[src/design/udd_pkg.sv]
// Package for the UART drain delay calculator: constants, queue entry and
// status types, register index codes, back-end state type and frame sizing.
// No dependencies.
`timescale 1ns / 1ps
`default_nettype none

package udd_pkg;

  localparam int BAUD_W      = 24;
  localparam int COUNT_W     = 9;
  localparam int DELAY_W     = 17;
  localparam int FBITS_W     = 4;
  localparam int CNTFB_W     = 12;  // saturated count times frame bits, up to 3072
  localparam int NUM_W       = 32;  // numerator, up to 3.072e9
  localparam int STEP_W      = $clog2(NUM_W);
  localparam int QDEPTH      = 2;
  localparam int QPTR_W      = $clog2(QDEPTH);
  localparam int CFG_IDX_W   = 2;

  localparam logic [BAUD_W-1:0]  DEFAULT_BAUD = 24'd115200;
  localparam logic [19:0]        USEC_PER_SEC = 20'd1000000;
  localparam logic [DELAY_W-1:0] MIN_DELAY_US = 17'd1000;
  localparam logic [DELAY_W-1:0] MAX_DELAY_US = 17'd100000;
  localparam logic [COUNT_W-1:0] MAX_CHUNK    = 9'd256;

  typedef enum logic [CFG_IDX_W-1:0] {
    CFG_LINE_RATE   = 2'd0,
    CFG_DATA_BITS   = 2'd1,
    CFG_PARITY_EN   = 2'd2,
    CFG_TWO_STOP    = 2'd3
  } cfg_idx_t;

  typedef enum logic [1:0] {
    BK_IDLE,
    BK_DIV,
    BK_FIN
  } back_state_t;

  typedef struct packed {
    logic               zero;
    logic [CNTFB_W-1:0] cnt_fb;
    logic [FBITS_W-1:0] fbits;
    logic [BAUD_W-1:0]  baud;
  } udd_entry_t;

  typedef struct packed {
    logic full;
    logic empty;
  } udd_q_stat_t;

  // Start + data + optional parity + one or two stop bits.
  function automatic logic [FBITS_W-1:0] frame_size(input logic [1:0] data_code,
                                                    input logic       parity,
                                                    input logic       two_stop);
    logic [FBITS_W-1:0] n;
    n = FBITS_W'(6) + FBITS_W'(data_code) + FBITS_W'(parity)
        + (two_stop ? FBITS_W'(2) : FBITS_W'(1));
    return n;
  endfunction

endpackage

`default_nettype wire

[src/design/udd_front.sv]
// Front end of the drain delay calculator: classifies an incoming byte count
// and builds a queue entry. Depends on udd_pkg.
`timescale 1ns / 1ps
`default_nettype none

module udd_front import udd_pkg::*; (
  input  wire logic               in_valid,
  input  wire logic [COUNT_W-1:0] in_byte_count,
  input  wire logic [BAUD_W-1:0]  line_rate,
  input  wire logic [1:0]         data_bits_code,
  input  wire logic               parity_enable,
  input  wire logic               two_stop_bits,
  input  wire udd_q_stat_t        q_stat,
  output logic                    in_stall,
  output logic                    push,
  output udd_entry_t              entry
);

  logic [COUNT_W-1:0] count_sat;
  logic [FBITS_W-1:0] fbits;

  always_comb begin
    count_sat = (in_byte_count > MAX_CHUNK) ? MAX_CHUNK : in_byte_count;
    fbits     = frame_size(data_bits_code, parity_enable, two_stop_bits);

    entry.zero   = (in_byte_count == '0);
    entry.cnt_fb = CNTFB_W'(CNTFB_W'(count_sat) * CNTFB_W'(fbits));
    entry.fbits  = fbits;
    // zero baud falls back to the default line rate
    entry.baud   = (line_rate == '0) ? DEFAULT_BAUD : line_rate;

    in_stall = q_stat.full;
    push     = in_valid && !q_stat.full;
  end

endmodule

`default_nettype wire

[src/design/udd_fifo.sv]
// Short queue between front and back end of the drain delay calculator.
// Depends on udd_pkg.
`timescale 1ns / 1ps
`default_nettype none

module udd_fifo import udd_pkg::*; (
  input  wire logic       clk,
  input  wire logic       rst_n,
  input  wire logic       push,
  input  wire udd_entry_t push_data,
  input  wire logic       pop,
  output udd_entry_t      head,
  output udd_q_stat_t     stat
);

  udd_entry_t          mem_r [QDEPTH];
  logic [QPTR_W-1:0]   wr_ptr_r, wr_ptr_nxt;
  logic [QPTR_W-1:0]   rd_ptr_r, rd_ptr_nxt;
  logic [QPTR_W:0]     cnt_r, cnt_nxt;
  logic                do_push, do_pop;

  always_comb begin
    stat.full  = (cnt_r == (QPTR_W+1)'(QDEPTH));
    stat.empty = (cnt_r == '0);
    do_push    = push && !stat.full;
    do_pop     = pop && !stat.empty;
    head       = mem_r[rd_ptr_r];

    wr_ptr_nxt = wr_ptr_r;
    rd_ptr_nxt = rd_ptr_r;
    if (do_push) begin
      wr_ptr_nxt = (wr_ptr_r == QPTR_W'(QDEPTH-1)) ? '0 : wr_ptr_r + 1'b1;
    end
    if (do_pop) begin
      rd_ptr_nxt = (rd_ptr_r == QPTR_W'(QDEPTH-1)) ? '0 : rd_ptr_r + 1'b1;
    end
    cnt_nxt = cnt_r + (QPTR_W+1)'(do_push) - (QPTR_W+1)'(do_pop);
  end

  always_ff @(posedge clk) begin
    if (!rst_n) begin
      wr_ptr_r <= '0;
      rd_ptr_r <= '0;
      cnt_r    <= '0;
    end else begin
      wr_ptr_r <= wr_ptr_nxt;
      rd_ptr_r <= rd_ptr_nxt;
      cnt_r    <= cnt_nxt;
    end
  end

  always_ff @(posedge clk) begin
    if (do_push) begin
      mem_r[wr_ptr_r] <= push_data;
    end
  end

endmodule

`default_nettype wire

[src/design/udd_back.sv]
// Back end of the drain delay calculator: scales by one million, runs a
// bit-serial restoring division, rounds up, clamps and holds the result.
// Depends on udd_pkg.
`timescale 1ns / 1ps
`default_nettype none

module udd_back import udd_pkg::*; (
  input  wire logic         clk,
  input  wire logic         rst_n,
  input  wire udd_entry_t   head,
  input  wire udd_q_stat_t  q_stat,
  output logic              pop,
  input  wire logic         out_stall,
  output logic              out_valid,
  output logic [DELAY_W-1:0] out_delay_us,
  output logic [FBITS_W-1:0] out_frame_bits
);

  back_state_t         state_r, state_nxt;
  logic [NUM_W-1:0]    num_r, num_nxt;
  logic [NUM_W-1:0]    quo_r, quo_nxt;
  logic [BAUD_W-1:0]   rem_r, rem_nxt;
  logic [BAUD_W-1:0]   baud_r, baud_nxt;
  logic [STEP_W-1:0]   step_r, step_nxt;
  logic [FBITS_W-1:0]  fbits_r, fbits_nxt;
  logic                zero_r, zero_nxt;
  logic                out_valid_r, out_valid_nxt;
  logic [DELAY_W-1:0]  out_delay_r, out_delay_nxt;
  logic [FBITS_W-1:0]  out_fbits_r, out_fbits_nxt;

  logic [BAUD_W:0]     rem_sh;
  logic                ge;
  logic [NUM_W:0]      ceil_q;
  logic [DELAY_W-1:0]  delay;

  always_comb begin
    state_nxt     = state_r;
    num_nxt       = num_r;
    quo_nxt       = quo_r;
    rem_nxt       = rem_r;
    baud_nxt      = baud_r;
    step_nxt      = step_r;
    fbits_nxt     = fbits_r;
    zero_nxt      = zero_r;
    out_valid_nxt = out_valid_r && out_stall;
    out_delay_nxt = out_delay_r;
    out_fbits_nxt = out_fbits_r;
    pop           = 1'b0;

    rem_sh = {rem_r, num_r[NUM_W-1]};
    ge     = (rem_sh >= {1'b0, baud_r});
    ceil_q = {1'b0, quo_r} + (NUM_W+1)'(rem_r != '0);
    if (zero_r) begin
      delay = '0;
    end else if (ceil_q > (NUM_W+1)'(MAX_DELAY_US)) begin
      delay = MAX_DELAY_US;
    end else if (ceil_q < (NUM_W+1)'(MIN_DELAY_US)) begin
      delay = MIN_DELAY_US;
    end else begin
      delay = ceil_q[DELAY_W-1:0];
    end

    unique case (state_r)
      BK_IDLE: begin
        if (!q_stat.empty) begin
          pop       = 1'b1;
          num_nxt   = NUM_W'(NUM_W'(head.cnt_fb) * NUM_W'(USEC_PER_SEC));
          quo_nxt   = '0;
          rem_nxt   = '0;
          step_nxt  = '0;
          baud_nxt  = head.baud;
          fbits_nxt = head.fbits;
          zero_nxt  = head.zero;
          state_nxt = head.zero ? BK_FIN : BK_DIV;
        end
      end
      BK_DIV: begin
        rem_nxt  = ge ? BAUD_W'(rem_sh - {1'b0, baud_r}) : rem_sh[BAUD_W-1:0];
        quo_nxt  = {quo_r[NUM_W-2:0], ge};
        num_nxt  = {num_r[NUM_W-2:0], 1'b0};
        step_nxt = step_r + 1'b1;
        if (step_r == STEP_W'(NUM_W-1)) begin
          state_nxt = BK_FIN;
        end
      end
      BK_FIN: begin
        // hold here until the output register is free
        if (!out_valid_r || !out_stall) begin
          out_valid_nxt = 1'b1;
          out_delay_nxt = delay;
          out_fbits_nxt = fbits_r;
          state_nxt     = BK_IDLE;
        end
      end
      default: state_nxt = BK_IDLE;
    endcase
  end

  always_ff @(posedge clk) begin
    if (!rst_n) begin
      state_r     <= BK_IDLE;
      out_valid_r <= 1'b0;
    end else begin
      state_r     <= state_nxt;
      out_valid_r <= out_valid_nxt;
    end
  end

  always_ff @(posedge clk) begin
    num_r       <= num_nxt;
    quo_r       <= quo_nxt;
    rem_r       <= rem_nxt;
    baud_r      <= baud_nxt;
    step_r      <= step_nxt;
    fbits_r     <= fbits_nxt;
    zero_r      <= zero_nxt;
    out_delay_r <= out_delay_nxt;
    out_fbits_r <= out_fbits_nxt;
  end

  assign out_valid      = out_valid_r;
  assign out_delay_us   = out_delay_r;
  assign out_frame_bits = out_fbits_r;

endmodule

`default_nettype wire

[src/design/uart_drain_delay_calc_unit.sv]
// UART drain delay calculator, top level: configuration registers, front end,
// queue and back end. Depends on udd_pkg, udd_front, udd_fifo, udd_back.
// Usage:
//   Input channel (in_valid / in_stall / in_byte_count) takes the byte count
//   of a chunk; one transaction in gives exactly one transaction out on the
//   result channel (out_valid / out_stall / out_delay_us, out_frame_bits).
//   delay_us = ceil(count * frame_bits * 1e6 / baud), clamped to 1000..100000,
//   zero for an empty chunk; counts above 256 saturate to 256.
//   Configuration: cfg_valid / cfg_ready / cfg_index / cfg_wdata. cfg_ready is
//   always high; write only while no transaction is in flight.
//   Result flow for a nonzero count: queue pop and scale, 32 division steps,
//   round and clamp; a zero count skips the division. The back end takes
//   one transaction at a time; its bit-serial divider retires one quotient
//   bit per cycle, and empty chunks skip it.
//   The two-entry queue lets the input keep accepting while the divider runs
//   or a result waits in the output register.
//   Reset (rst_n low, synchronous): queue and pipeline emptied, registers
//   return to 115200 baud, 8 data bits, no parity, one stop bit.
//   When the receiver stalls, the result holds in the output register, the
//   back end holds its next result, then the queue fills and in_stall rises.
`timescale 1ns / 1ps
`default_nettype none

module uart_drain_delay_calc_unit import udd_pkg::*; (
  input  wire logic                 clk,
  input  wire logic                 rst_n,
  input  wire logic                 in_valid,
  output logic                      in_stall,
  input  wire logic [COUNT_W-1:0]   in_byte_count,
  output logic                      out_valid,
  input  wire logic                 out_stall,
  output logic [DELAY_W-1:0]        out_delay_us,
  output logic [FBITS_W-1:0]        out_frame_bits,
  input  wire logic                 cfg_valid,
  output logic                      cfg_ready,
  input  wire logic [CFG_IDX_W-1:0] cfg_index,
  input  wire logic [BAUD_W-1:0]    cfg_wdata
);

  // Configuration registers
  logic [BAUD_W-1:0] line_rate_r, line_rate_nxt;
  logic [1:0]        data_bits_r, data_bits_nxt;
  logic              parity_r, parity_nxt;
  logic              two_stop_r, two_stop_nxt;

  udd_entry_t  entry, head;
  udd_q_stat_t q_stat;
  logic        push, pop;

  assign cfg_ready = 1'b1;

  // Decode the write; each register keeps only its own low bits.
  always_comb begin
    line_rate_nxt = line_rate_r;
    data_bits_nxt = data_bits_r;
    parity_nxt    = parity_r;
    two_stop_nxt  = two_stop_r;
    if (cfg_valid && cfg_ready) begin
      unique case (cfg_idx_t'(cfg_index))
        CFG_LINE_RATE: line_rate_nxt = cfg_wdata;
        CFG_DATA_BITS: data_bits_nxt = cfg_wdata[1:0];
        CFG_PARITY_EN: parity_nxt    = cfg_wdata[0];
        CFG_TWO_STOP:  two_stop_nxt  = cfg_wdata[0];
        default: ;
      endcase
    end
  end

  always_ff @(posedge clk) begin
    if (!rst_n) begin
      line_rate_r <= DEFAULT_BAUD;
      data_bits_r <= 2'd3;
      parity_r    <= 1'b0;
      two_stop_r  <= 1'b0;
    end else begin
      line_rate_r <= line_rate_nxt;
      data_bits_r <= data_bits_nxt;
      parity_r    <= parity_nxt;
      two_stop_r  <= two_stop_nxt;
    end
  end

  // Front: saturate, size the frame, snapshot the line rate
  udd_front u_front (
    .in_valid       (in_valid),
    .in_byte_count  (in_byte_count),
    .line_rate      (line_rate_r),
    .data_bits_code (data_bits_r),
    .parity_enable  (parity_r),
    .two_stop_bits  (two_stop_r),
    .q_stat         (q_stat),
    .in_stall       (in_stall),
    .push           (push),
    .entry          (entry)
  );

  // Queue: decouple acceptance from the divider
  udd_fifo u_fifo (
    .clk       (clk),
    .rst_n     (rst_n),
    .push      (push),
    .push_data (entry),
    .pop       (pop),
    .head      (head),
    .stat      (q_stat)
  );

  // Back: scale, divide, round up, clamp, hold for the receiver
  udd_back u_back (
    .clk            (clk),
    .rst_n          (rst_n),
    .head           (head),
    .q_stat         (q_stat),
    .pop            (pop),
    .out_stall      (out_stall),
    .out_valid      (out_valid),
    .out_delay_us   (out_delay_us),
    .out_frame_bits (out_frame_bits)
  );

  // Checks
  a_delay_range: assert property (@(posedge clk) disable iff (!rst_n)
    out_valid && out_delay_us != '0 |->
      out_delay_us >= MIN_DELAY_US && out_delay_us <= MAX_DELAY_US)
    else $error("delay outside clamp range");

  a_fbits_range: assert property (@(posedge clk) disable iff (!rst_n)
    out_valid |-> out_frame_bits >= FBITS_W'(7) && out_frame_bits <= FBITS_W'(12))
    else $error("frame bits outside 7..12");

  a_queue_stat: assert property (@(posedge clk) disable iff (!rst_n)
    !(q_stat.full && q_stat.empty))
    else $error("queue both full and empty");

  a_pop_nonempty: assert property (@(posedge clk) disable iff (!rst_n)
    pop |-> !q_stat.empty)
    else $error("pop from empty queue");

endmodule

`default_nettype wire
[config.mk]
export PLATFORM = sky130hd
export DESIGN_NAME = uart_drain_delay_calc_unit
export DESIGN_NICKNAME = d
export VERILOG_FILES = /design/src/design/udd_pkg.sv /design/src/design/udd_front.sv /design/src/design/udd_fifo.sv /design/src/design/udd_back.sv /design/src/design/uart_drain_delay_calc_unit.sv
export SDC_FILE = /design/constraint.sdc
export NUM_CORES = 1
export LEC_CHECK = 0
export BUFFER_PORTS_ARGS = -buffer_cell sky130_fd_sc_hd__buf_2
export CORE_MARGIN = 3
export CORE_UTILIZATION = 63
export DETAILED_ROUTE_END_ITERATION = 7
export HOLD_SLACK_MARGIN = 0.08
export PLACE_DENSITY = 0.81
export RECOVER_POWER = 50
export SLEW_MARGIN = 10
export SYNTH_ARGS = -nofsm -noshare
export SYNTH_HDL_FRONTEND = slang
export SYNTH_SLANG_ARGS = --single-unit
[constraint.sdc]
create_clock -name clk -period 6.66 [get_ports clk]
set_input_delay 0.333 -clock clk [delete_from_list [all_inputs] [get_ports clk]]
set_output_delay 0.333 -clock clk [all_outputs]
set_load 0.02 [all_outputs]
Word-level counts from Yosys, hierarchy flattened --
Memory sizes are Yosys's and may differ from the RTL's. A register that Yosys moved wholly into a read port is not among the register bits. Index checks and enable logic that the tools add are counted.
Operators by class: bitwise gates (word level) 1, add/sub/neg operators 10, reductions and logical operators 26, magnitude comparators 4, eq/ne operators 10, multipliers 2, mux-type cells 29
Operators with widths (count):
- one-hot mux 32 bit (2 select lines) | 2
- 2-to-1 mux 24 bit | 3
- 2-to-1 mux 32 bit | 2
- one-hot mux 24 bit (2 select lines) | 1
- 2-to-1 mux 17 bit | 2
- adder 32 x 1 -> 33 bit | 1
- > comparator 33 x 17 -> 1 bit, second input constant | 1
- less-than comparator 33 x 10 -> 1 bit, second input constant | 1
- multiplier 12 x 14 -> 26 bit, second input constant | 1
- greater-or-equal comparator 25 x 24 -> 1 bit | 1
- logical NOT 24 bit | 1
- nonzero test 24 bit | 1
- subtractor 24 bit | 1
- AND reduction 2 bit | 7
- multiplier 9 x 4 -> 12 bit | 1
- 2-to-1 mux 1 bit | 10
- 2-to-1 mux 2 bit | 5
- one-hot mux 5 bit (2 select lines) | 1
- > comparator 9 bit, second input constant | 1
- logical NOT 9 bit | 1
- 2-to-1 mux 9 bit | 1
- equality test 2 bit, second input constant | 4
- logical NOT 2 bit | 3
- one-hot mux 2 bit (3 select lines) | 1
- 20 further kinds | 29
Word-level totals: input bits 40, bits in registers 178, word-level logic and storage cells 103, output and inout bits 24, RAM bits 82, memories kept 1
Memories:
- u_fifo.mem_r | depth 2, bits a word 41, rd ports 1, clocked after Yosys merged registers in 1, wr ports 1, RTL line udd_fifo.sv:16 | udd_entry_t mem_r [QDEPTH];

Longest topological paths before layout --
Gate-level depths: netlist of the first run.
word-level depth 6, mapped depth 22, gate-level depth less buffers 21

Modules after synthesis --
A second synthesis of the first run with hierarchy kept.
Second synthesis, totals: cell total of the unflattened synthesis 1411, area total of the unflattened synthesis 16007.9 um2
Modules (own cells, without submodules):
- udd_back | instances 1, seq. area each 4174.0 um2, area each 10098.4 um2, cells an instance 954
- udd_fifo | instances 1, seq. area each 2562.5 um2, area each 3399.5 um2, cells an instance 155
- udd_front | instances 1, seq. area each 0.0 um2, area each 1301.2 um2, cells an instance 176
- uart_drain_delay_calc_unit | instances 1, seq. area each 560.5 um2, area each 1208.7 um2, cells an instance 126

Worst setup path after synthesis of the first run --
No wires, ideal clock.
path kind register to register, from reg (tool-made name), to reg u_back.num_r[30] (data pin), path buffers 2, cell stages (with the launch flop) 23, setup time 0.270 ns, data required time 6.390 ns, data arrival time 5.310 ns, period minus slack after synthesis 5.580 ns, path slack 1.080 ns, cells stage by stage dfxtp_1 -> clkbuf_1 -> clkbuf_1 -> mux2i_1 -> inv_1 -> ha_1 -> xor2_1 -> ha_1 -> a21o_1 -> fa_1 -> inv_1 -> fa_1 -> inv_1 -> ha_1 -> a21o_1 -> a21o_1 -> a31o_2 -> a21o_1 -> a21oi_1 -> o21ai_0 -> o31ai_1 -> xor2_1 -> a21oi_1
RTL lines:
- end signal, assigned | RTL line udd_back.sv:110 | num_r <= num_nxt;
- end, declared | RTL line udd_back.sv:20 | logic [NUM_W-1:0] num_r, num_nxt;

==> run_results.csv, run 1 <==
group,metric,value,unit
cts,root_buffer,"clkbuf_16",
placed_design,port_buffers,62,
cts,cts_buffer_depth,3,
cells_and_area,syn_to_final_growth,9.38,%
timing,slew_headroom,-56.4,%
cts,clkTransAtPathRegs,0.06,ns
floorplanning,ios,64,
cts,cts_setup_buffers,0,
timing,fin_skew,0.0203,ns
cts,clk_latency,0.55,ns
floorplanning,num_rows,57,
drt,antenna_left,0,
synth,async_reset_ff_share,0,%
floorplanning,dieArea,0.0269,mm2
global_routing,grt_max_degree,86,
global_routing,grt_pass1_wl,50.3,mm
cells_and_area,seq_area,0.00730,mm2
drt,wl,29.5,mm
drt,wl_per_cell,16.1,um
synth,synth-main-ff-cell,"edfxtp_1",
synth,avgSynthCellArea,11.0,um2
cells_and_area,final_core_utilization,70.4,%
timing,worst_pin_slew,2.34,ns
timing,setup_ws,0.717,ns
global_routing,grt_usage,22.8,%
cells_and_area,fillers,1667,
cts,cts_resized,0,
timing,drv_slew,182,
cts,htree_levels,1,
drt,drt-pass1-iter-count,6,
drt,via_per_inst,5.69,
global_routing,antenna_found_initial,0,
timing,tns,0,ns
cts,cts_buffers,27,
synth,ys_warn_count,0,
timing,fin_crit_sh,89.2,%
critical_path,worstPathMaxFanout,15,
critical_path,critical_path_class,"reg -> reg",
cells_and_area,drive_gt1_share,9.08,%
placed_design,place_congestion,0.883,
placed_design,place_hpwl,20.8,mm
drt,drtIter0Drc,690,
timing,hold_viol_final,0,
synth,synth_edf_count,219,
timing,fmax,168,MHz
timing,finalSetupViolCount,0,
floorplanning,fp.dieW,164,um
critical_path,required,6.89,ns
cells_and_area,antennaDiodeCount,0,
synth,yosys_register_bits,255,
floorplanning,die_y,164,um
global_routing,grt_remaining_overflow,0,
global_routing,grt_pass1_vias,10500,
critical_path,end_kind,"flop",
outcome,status,"complete, but fails checks",
cells_and_area,mostFrequentLayoutCell,"edfxtp_1",
cells_and_area,fin_nets,1710,
timing,fin_crit,5.94,ns
synth,synth_cell_type_count,69,
floorplanning,initial_core_util,64.4,%
cts,clock-sinks,255,
placed_design,place_worst_setup_slack,0.997,ns
hold_path,hold_class,"in -> reg",
cts,cts_tree,"built",
drt,drc,0,
drt,vias,10400,
synth,netlist_instances,1435,
synth,ys_seq_area_share,46.3,%
critical_path,arrival,6.17,ns
floorplanning,coreArea,0.0245,mm2
cells_and_area,final_cell_mix,"edfxtp_1, inv_1, nand2_1, ha_1, nor2_1",
synth,syn-num-nets,1657,
cells_and_area,multi_input_area,0.00758,mm2
timing,rsz0062_at_grt,"no",
synth,synth_area,0.0157,mm2
critical_path,cp-start-kind,"flop",
run,maxCapViolations,5,
outcome,violations,"capacitance limit, slew limit",
[sequential cells by signal, summed over array words and instances (netlist names), 2 cells and up, named ones only]
name and count:
u_back.step_r 5, u_back.out_frame_bits 4, u_fifo.mem_r 82, u_back.out_delay_us 17
u_back.rem_r 24, u_back.baud_r 24, line_rate_r 24, u_fifo.cnt_r 2
u_back.quo_r 32, u_back.num_r 26, u_back.state_r 2, u_back.fbits_r 4
data_bits_r 2
[timing repair]
| action | in CTS | in global routing |
|---|---|---|
| endpoints found under the hold margin | 25 | 0 |
| hold buffers | 24 | 0 |
| endpoints found under the setup margin | 0 | 0 |
[area by class of cell]
type                       instances  share of cell area (%)
sequential                       255                    42.4
timing repair buffer              92                    3.17
clock inverter                    15                   0.748
clock buffer                      35                    4.10
multi-input combinational        963                    44.0
inverter                         149                    3.25
tap                              324                    2.35
[path summary, 6_finish.rpt]
kind              slack (ns)                                  to  cells after the start                        start
setup / recovery        0.72          u_back.num_r[30]$_DFFE_PP_                     18                         flop
hold / removal          0.10         u_back.out_valid$_SDFF_PN0_                      3                    out_stall
setup reg to reg        0.72          u_back.num_r[30]$_DFFE_PP_                     18                         flop
hold reg to reg         0.43  u_back.out_frame_bits[2]$_DFFE_PP_                      0  u_back.fbits_r[2]$_DFFE_PP_
[worst max-delay path, stage by stage, from the launching register on]
cell and delay, ns:
dfxtp_1 0.80, mux2i_1 0.55, inv_1 0.22, fa_1 0.52, ha_1 0.32, fa_1 0.49, inv_1 0.05, fa_1 0.53
inv_1 0.04, ha_1 0.36, a21o_1 0.23, a21o_1 0.18, a31o_2 0.21, a21o_1 0.21, a21oi_1 0.23, o21ai_0 0.16
o31ai_1 0.26, xor2_1 0.18, a21oi_1 0.08
[stage by stage]
stage / area (um2) / cells / hold slack [ns]
floorplan: 15700 / 1435 / 0.400
global placement: 16200 / 1759 / 0.408
detailed placement: 16200 / 1759 / 0.415
CTS: 17300 / 1833 / 0.0846
global route: 17200 / 1833 / 0.140
finish: 17200 / 1833 / 0.101
[logic make-up (layout without fill, tap and decap cells)]
logic type / after synthesis / count (layout) / synth area share (%)
other: 1 / 1 / 0.0238
adders and majority gates: 182 / 182 / 16.8
muxes: 69 / 69 / 4.64
AOI/OAI and AO/OA: 213 / 213 / 8.65
buffers and inverters: 217 / 291 / 5.60
DFF: 255 / 255 / 46.3
and+or+nand+nor: 422 / 422 / 13.7
xor gates and xnor gates: 76 / 76 / 4.23
[Yosys cell counts, types with 4 or more instances]
library cell | instances | share of area [%]
xnor2_1 | 44 | 2.4
o21bai_1 | 7 | 0.33
buf_4 | 4 | 0.19
xor2_1 | 32 | 1.8
or2_2 | 7 | 0.28
and2_1 | 57 | 2.3
fa_1 | 50 | 6.4
nand4_1 | 16 | 0.64
nor4_1 | 21 | 0.83
o21ai_0 | 31 | 0.99
o31ai_1 | 5 | 0.24
and3_1 | 9 | 0.36
ha_1 | 132 | 10
a21oi_1 | 67 | 2.1
nor3_1 | 13 | 0.41
buf_2 | 6 | 0.19
o22ai_1 | 5 | 0.20
o21a_1 | 5 | 0.24
mux2i_1 | 37 | 2.4
and3_2 | 4 | 0.19
inv_1 | 149 | 3.6
a21o_1 | 22 | 1.0
a21boi_0 | 22 | 1.0
a211oi_1 | 4 | 0.19
a31oi_1 | 25 | 0.99
nor2_1 | 91 | 2.2
dfxtp_1 | 36 | 4.6
nor2b_1 | 9 | 0.36
clkbuf_1 | 49 | 1.2
mux2_2 | 32 | 2.3
edfxtp_1 | 219 | 42
nand2b_1 | 8 | 0.32
or3_1 | 4 | 0.16
nand3_1 | 24 | 0.76
nand2_1 | 132 | 3.1
[metal layers]
metal | up-vias | global-route usage (%) | routed length, um
li1 | 5111 | - | -
met5 | - | 0 | 0
met1 | 4963 | 30.4 | 12900
met3 | 70 | 3.10 | 1490
met4 | 0 | 6.04 | 758
met2 | 293 | 39.3 | 14300
Power of run 1 is left out: the tool's default activity adds up to more than one toggle a clock period on the data nets, which glitch-free logic cannot reach.
==> run 2, diff against run 1 <==
--- a/config.mk
+++ b/config.mk
@@ -5,6 +5,7 @@
 export SDC_FILE = /design/constraint.sdc
 export NUM_CORES = 1
 export LEC_CHECK = 0
+export ABC_AREA = 1
 export BUFFER_PORTS_ARGS = -buffer_cell sky130_fd_sc_hd__buf_2
 export CORE_MARGIN = 3
 export CORE_UTILIZATION = 63
==> run 2 against run 1 <==
  * Non-clock buffer count stayed put
  * Setup slack better by 0.12 ns
  * Die area is 3.6% higher
  * Fmax is 2.0% higher
  * Synthesized cell count is 30% higher
  * Count of clock-buffer cells in the layout is 1 lower
  * Cell count is 25% higher
  * Hold slack better by 0.012 ns
  * Synthesized area is 3.7% higher
  * The flow still finishes with violations (capacitance limit, slew limit)
  * Highest routed layer unchanged
  * Sequential share of layout area is 1.7 points lower
  * Flip-flop and latch count stayed put
  * Critical endpoint is now u_back.num_r[29]$_DFFE_PP_
==> run_results.csv, run 2 <==
group,metric,value,unit
global_routing,grt_pass1_wl,59.0,mm
critical_path,worstRegToRegCells,19,
drt,via_per_inst,5.48,
cells_and_area,drive_gt1_share,5.99,%
floorplanning,initial_core_util,64.5,%
timing,fin_crit_sh,87.5,%
hold_path,hold_depth,3,
cts,root_buffer,"clkbuf_16",
cells_and_area,regMostFlops,"u_fifo.mem_r",
cts,clk_latency,0.54,ns
cells_and_area,syn_to_final_growth,9.84,%
synth,ys_warn_count,0,
floorplanning,dieArea,0.0279,mm2
synth,synth_area,0.0163,mm2
drt,wl,35.4,mm
global_routing,grt_usage,25.3,%
synth,synthTopCellsByArea,"edfxtp_1, ha_1, nand2_1",
timing,fin_skew,0.0127,ns
synth,ys_seq_area_share,44.7,%
cells_and_area,final_area,0.0179,mm2
cells_and_area,fin_nets,2156,
floorplanning,coreArea,0.0253,mm2
timing,rsz0062_at_grt,"no",
timing,slew_headroom,-133,%
synth,netlist_top_cells_count,"nand2_1, inv_1, nor2_1",
cells_and_area,largest_reg_flops,82,
synth,yosys.area.top_type_share,40.3,%
drt,vias,12500,
placed_design,place_hpwl,26.1,mm
critical_path,worstPathMaxFanout,43,
cts,cts_buffer_depth,3,
synth,synth_edf_count,219,
cts,htree_levels,1,
timing,worst_pin_slew,3.48,ns
placed_design,placed_area,0.0169,mm2
placed_design,port_buffers,62,
synth,yosysMostFrequentCell,"nand2_1",
critical_path,critical_path.slowest_cell,"fa_1",
cells_and_area,mostFrequentLayoutCell,"nand2_1",
cts,cts_tree,"built",
outcome,status,"complete, but fails checks",
synth,syn-num-nets,2090,
cells_and_area,final_cell_mix,"nand2_1, inv_1, nor2_1, edfxtp_1, ha_1",
placed_design,place_congestion,0.938,
drt,drc,0,
cts,clock-sinks,255,
synth,netlist_instances,1868,
synth,avgSynthCellArea,8.74,um2
floorplanning,die_y,167,um
synth,synth_cell_type_count,42,
drt,drt-pass1-iter-count,5,
run,maxCapViolations,5,
cts,cts_buffers,27,
timing,whs,0.113,ns
critical_path,cp_slowest_stage_delay,0.55,ns
timing,finalSetupViolCount,0,
global_routing,grt_pass1_vias,12400,
timing,fin_crit,5.83,ns
cells_and_area,antennaDiodeCount,0,
cells_and_area,fillers,1926,
timing,drv_slew,222,
drt,antenna_left,0,
synth,async_reset_ff_share,0,%
drt,wl_per_cell,15.5,um
critical_path,required,6.85,ns
critical_path,crit_chain,"buf_4 -> inv_1 -> buf_4 -> or2_2 -> o21ai_0 -> fa_1 -> inv_1 -> ha_1 -> fa_1 -> fa_1 -> inv_1 -> fa_1 -> inv_1 -> ha_1 -> nand2_1 -> nor4_1 -> nand4_1 -> nand4_1 -> a31oi_1",
cells_and_area,seq_area,0.00730,mm2
critical_path,end_kind,"flop",
global_routing,grt_max_degree,58,
critical_path,arrival,6.02,ns
global_routing,grt_remaining_overflow,0,
cells_and_area,multi_input_area,0.00782,mm2
cells_and_area,largestRegisters,"u_fifo.mem_r x82, u_back.quo_r x32, u_back.num_r x26",
outcome,violations,"capacitance limit, slew limit",
drt,drtIter0Drc,830,
timing,hold_viol_final,0,
cts,clkTransAtPathRegs,0.06,ns
critical_path,critical_path_class,"reg -> reg",
floorplanning,num_rows,58,
floorplanning,ios,64,
timing,fmax,172,MHz
hold_path,hold_class,"in -> reg",
critical_path,cp-start-kind,"flop",
floorplanning,fp.dieW,167,um
global_routing,antenna_found_initial,0,
synth,synth-main-ff-cell,"edfxtp_1",
timing,tns,0,ns
synth,yosys_register_bits,255,
synth,yosysTopAreaCell,"edfxtp_1",
## run 2: cell count changes after synthesis, moves of 17 or more
| cell | change |
|---|---|
| a31oi_1 | -19 |
| inv_1 | +119 |
| nand2_1 | +286 |
| o21ai_0 | +75 |
| mux2_2 | -32 |
| a21o_1 | -17 |
| xnor2_1 | -20 |
| mux2i_1 | -37 |
| a21boi_0 | -21 |
| and2_1 | -55 |
| nor2_1 | +159 |
| nand3_1 | +52 |
## run 2: critical path, delay by kind of cell, from the launching register on
kind	cells	cell delay, ns
flip-flops	1	0.31
buffers and inverters	6	0.96
AND/OR/NAND/NOR	5	1.34
AO/OA/AOI/OAI	2	0.22
adder cells (fa/ha/maj)	6	2.60
## run 2: path summary, 6_finish.rpt
kind / start / endpoint / slack, ns
setup / recovery: flop / u_back.num_r[29]$_DFFE_PP_ / 0.83
hold / removal: out_stall / u_back.out_valid$_SDFF_PN0_ / 0.11
setup reg to reg: flop / u_back.num_r[29]$_DFFE_PP_ / 0.83
hold reg to reg: u_back.fbits_r[1]$_DFFE_PP_ / u_back.out_frame_bits[1]$_DFFE_PP_ / 0.42
## run 2: layer usage
metal	vias to the layer above	routed length [um]	global-route usage (%)
met4	0	1150	8.14
li1	6246	-	-
met3	87	1750	3.30
met5	-	0	0
met2	383	17300	43.9
met1	5810	15200	33.1
## run 2: logic make-up after synthesis
group,Yosys count,share of synthesized area (%)
xor gates and xnor gates,52,2.79
other,1,0.0230
adders and majority gates,182,16.2
and+or+nand+nor,833,21.4
buffers and inverters,323,7.46
DFF,255,44.7
AOI/OAI and AO/OA,222,7.44
## run 2: repair_timing
item / CTS / global route
endpoints found under the hold margin: 25 / 0
setup buffers: 0 / 0
hold buffers: 24 / 0
resized for setup: 0 / 0
## run 2: layout make-up
type                    instances  area share, %
well taps                     330           2.30
inverters                     268           5.61
clock inverters                15          0.691
repair buffers                 92           3.07
clock buffers                  34           4.08
flip-flops and latches        255           40.7
multi-input cells            1290           43.6
## run 2: stage by stage
stage | setup slack, ns | std cells | utilization [%]
3_5_place_dp | 0.979 | 2211 | 66.8
2_1_floorplan | 1.71 | 1868 | -
6_report | 0.834 | 2284 | 70.8
3_3_place_gp | 1.08 | 2211 | 66.8
5_1_grt | 0.483 | 2284 | 70.8
4_1_cts | 0.937 | 2284 | 71.2
Power of run 2 is left out for the same reason.
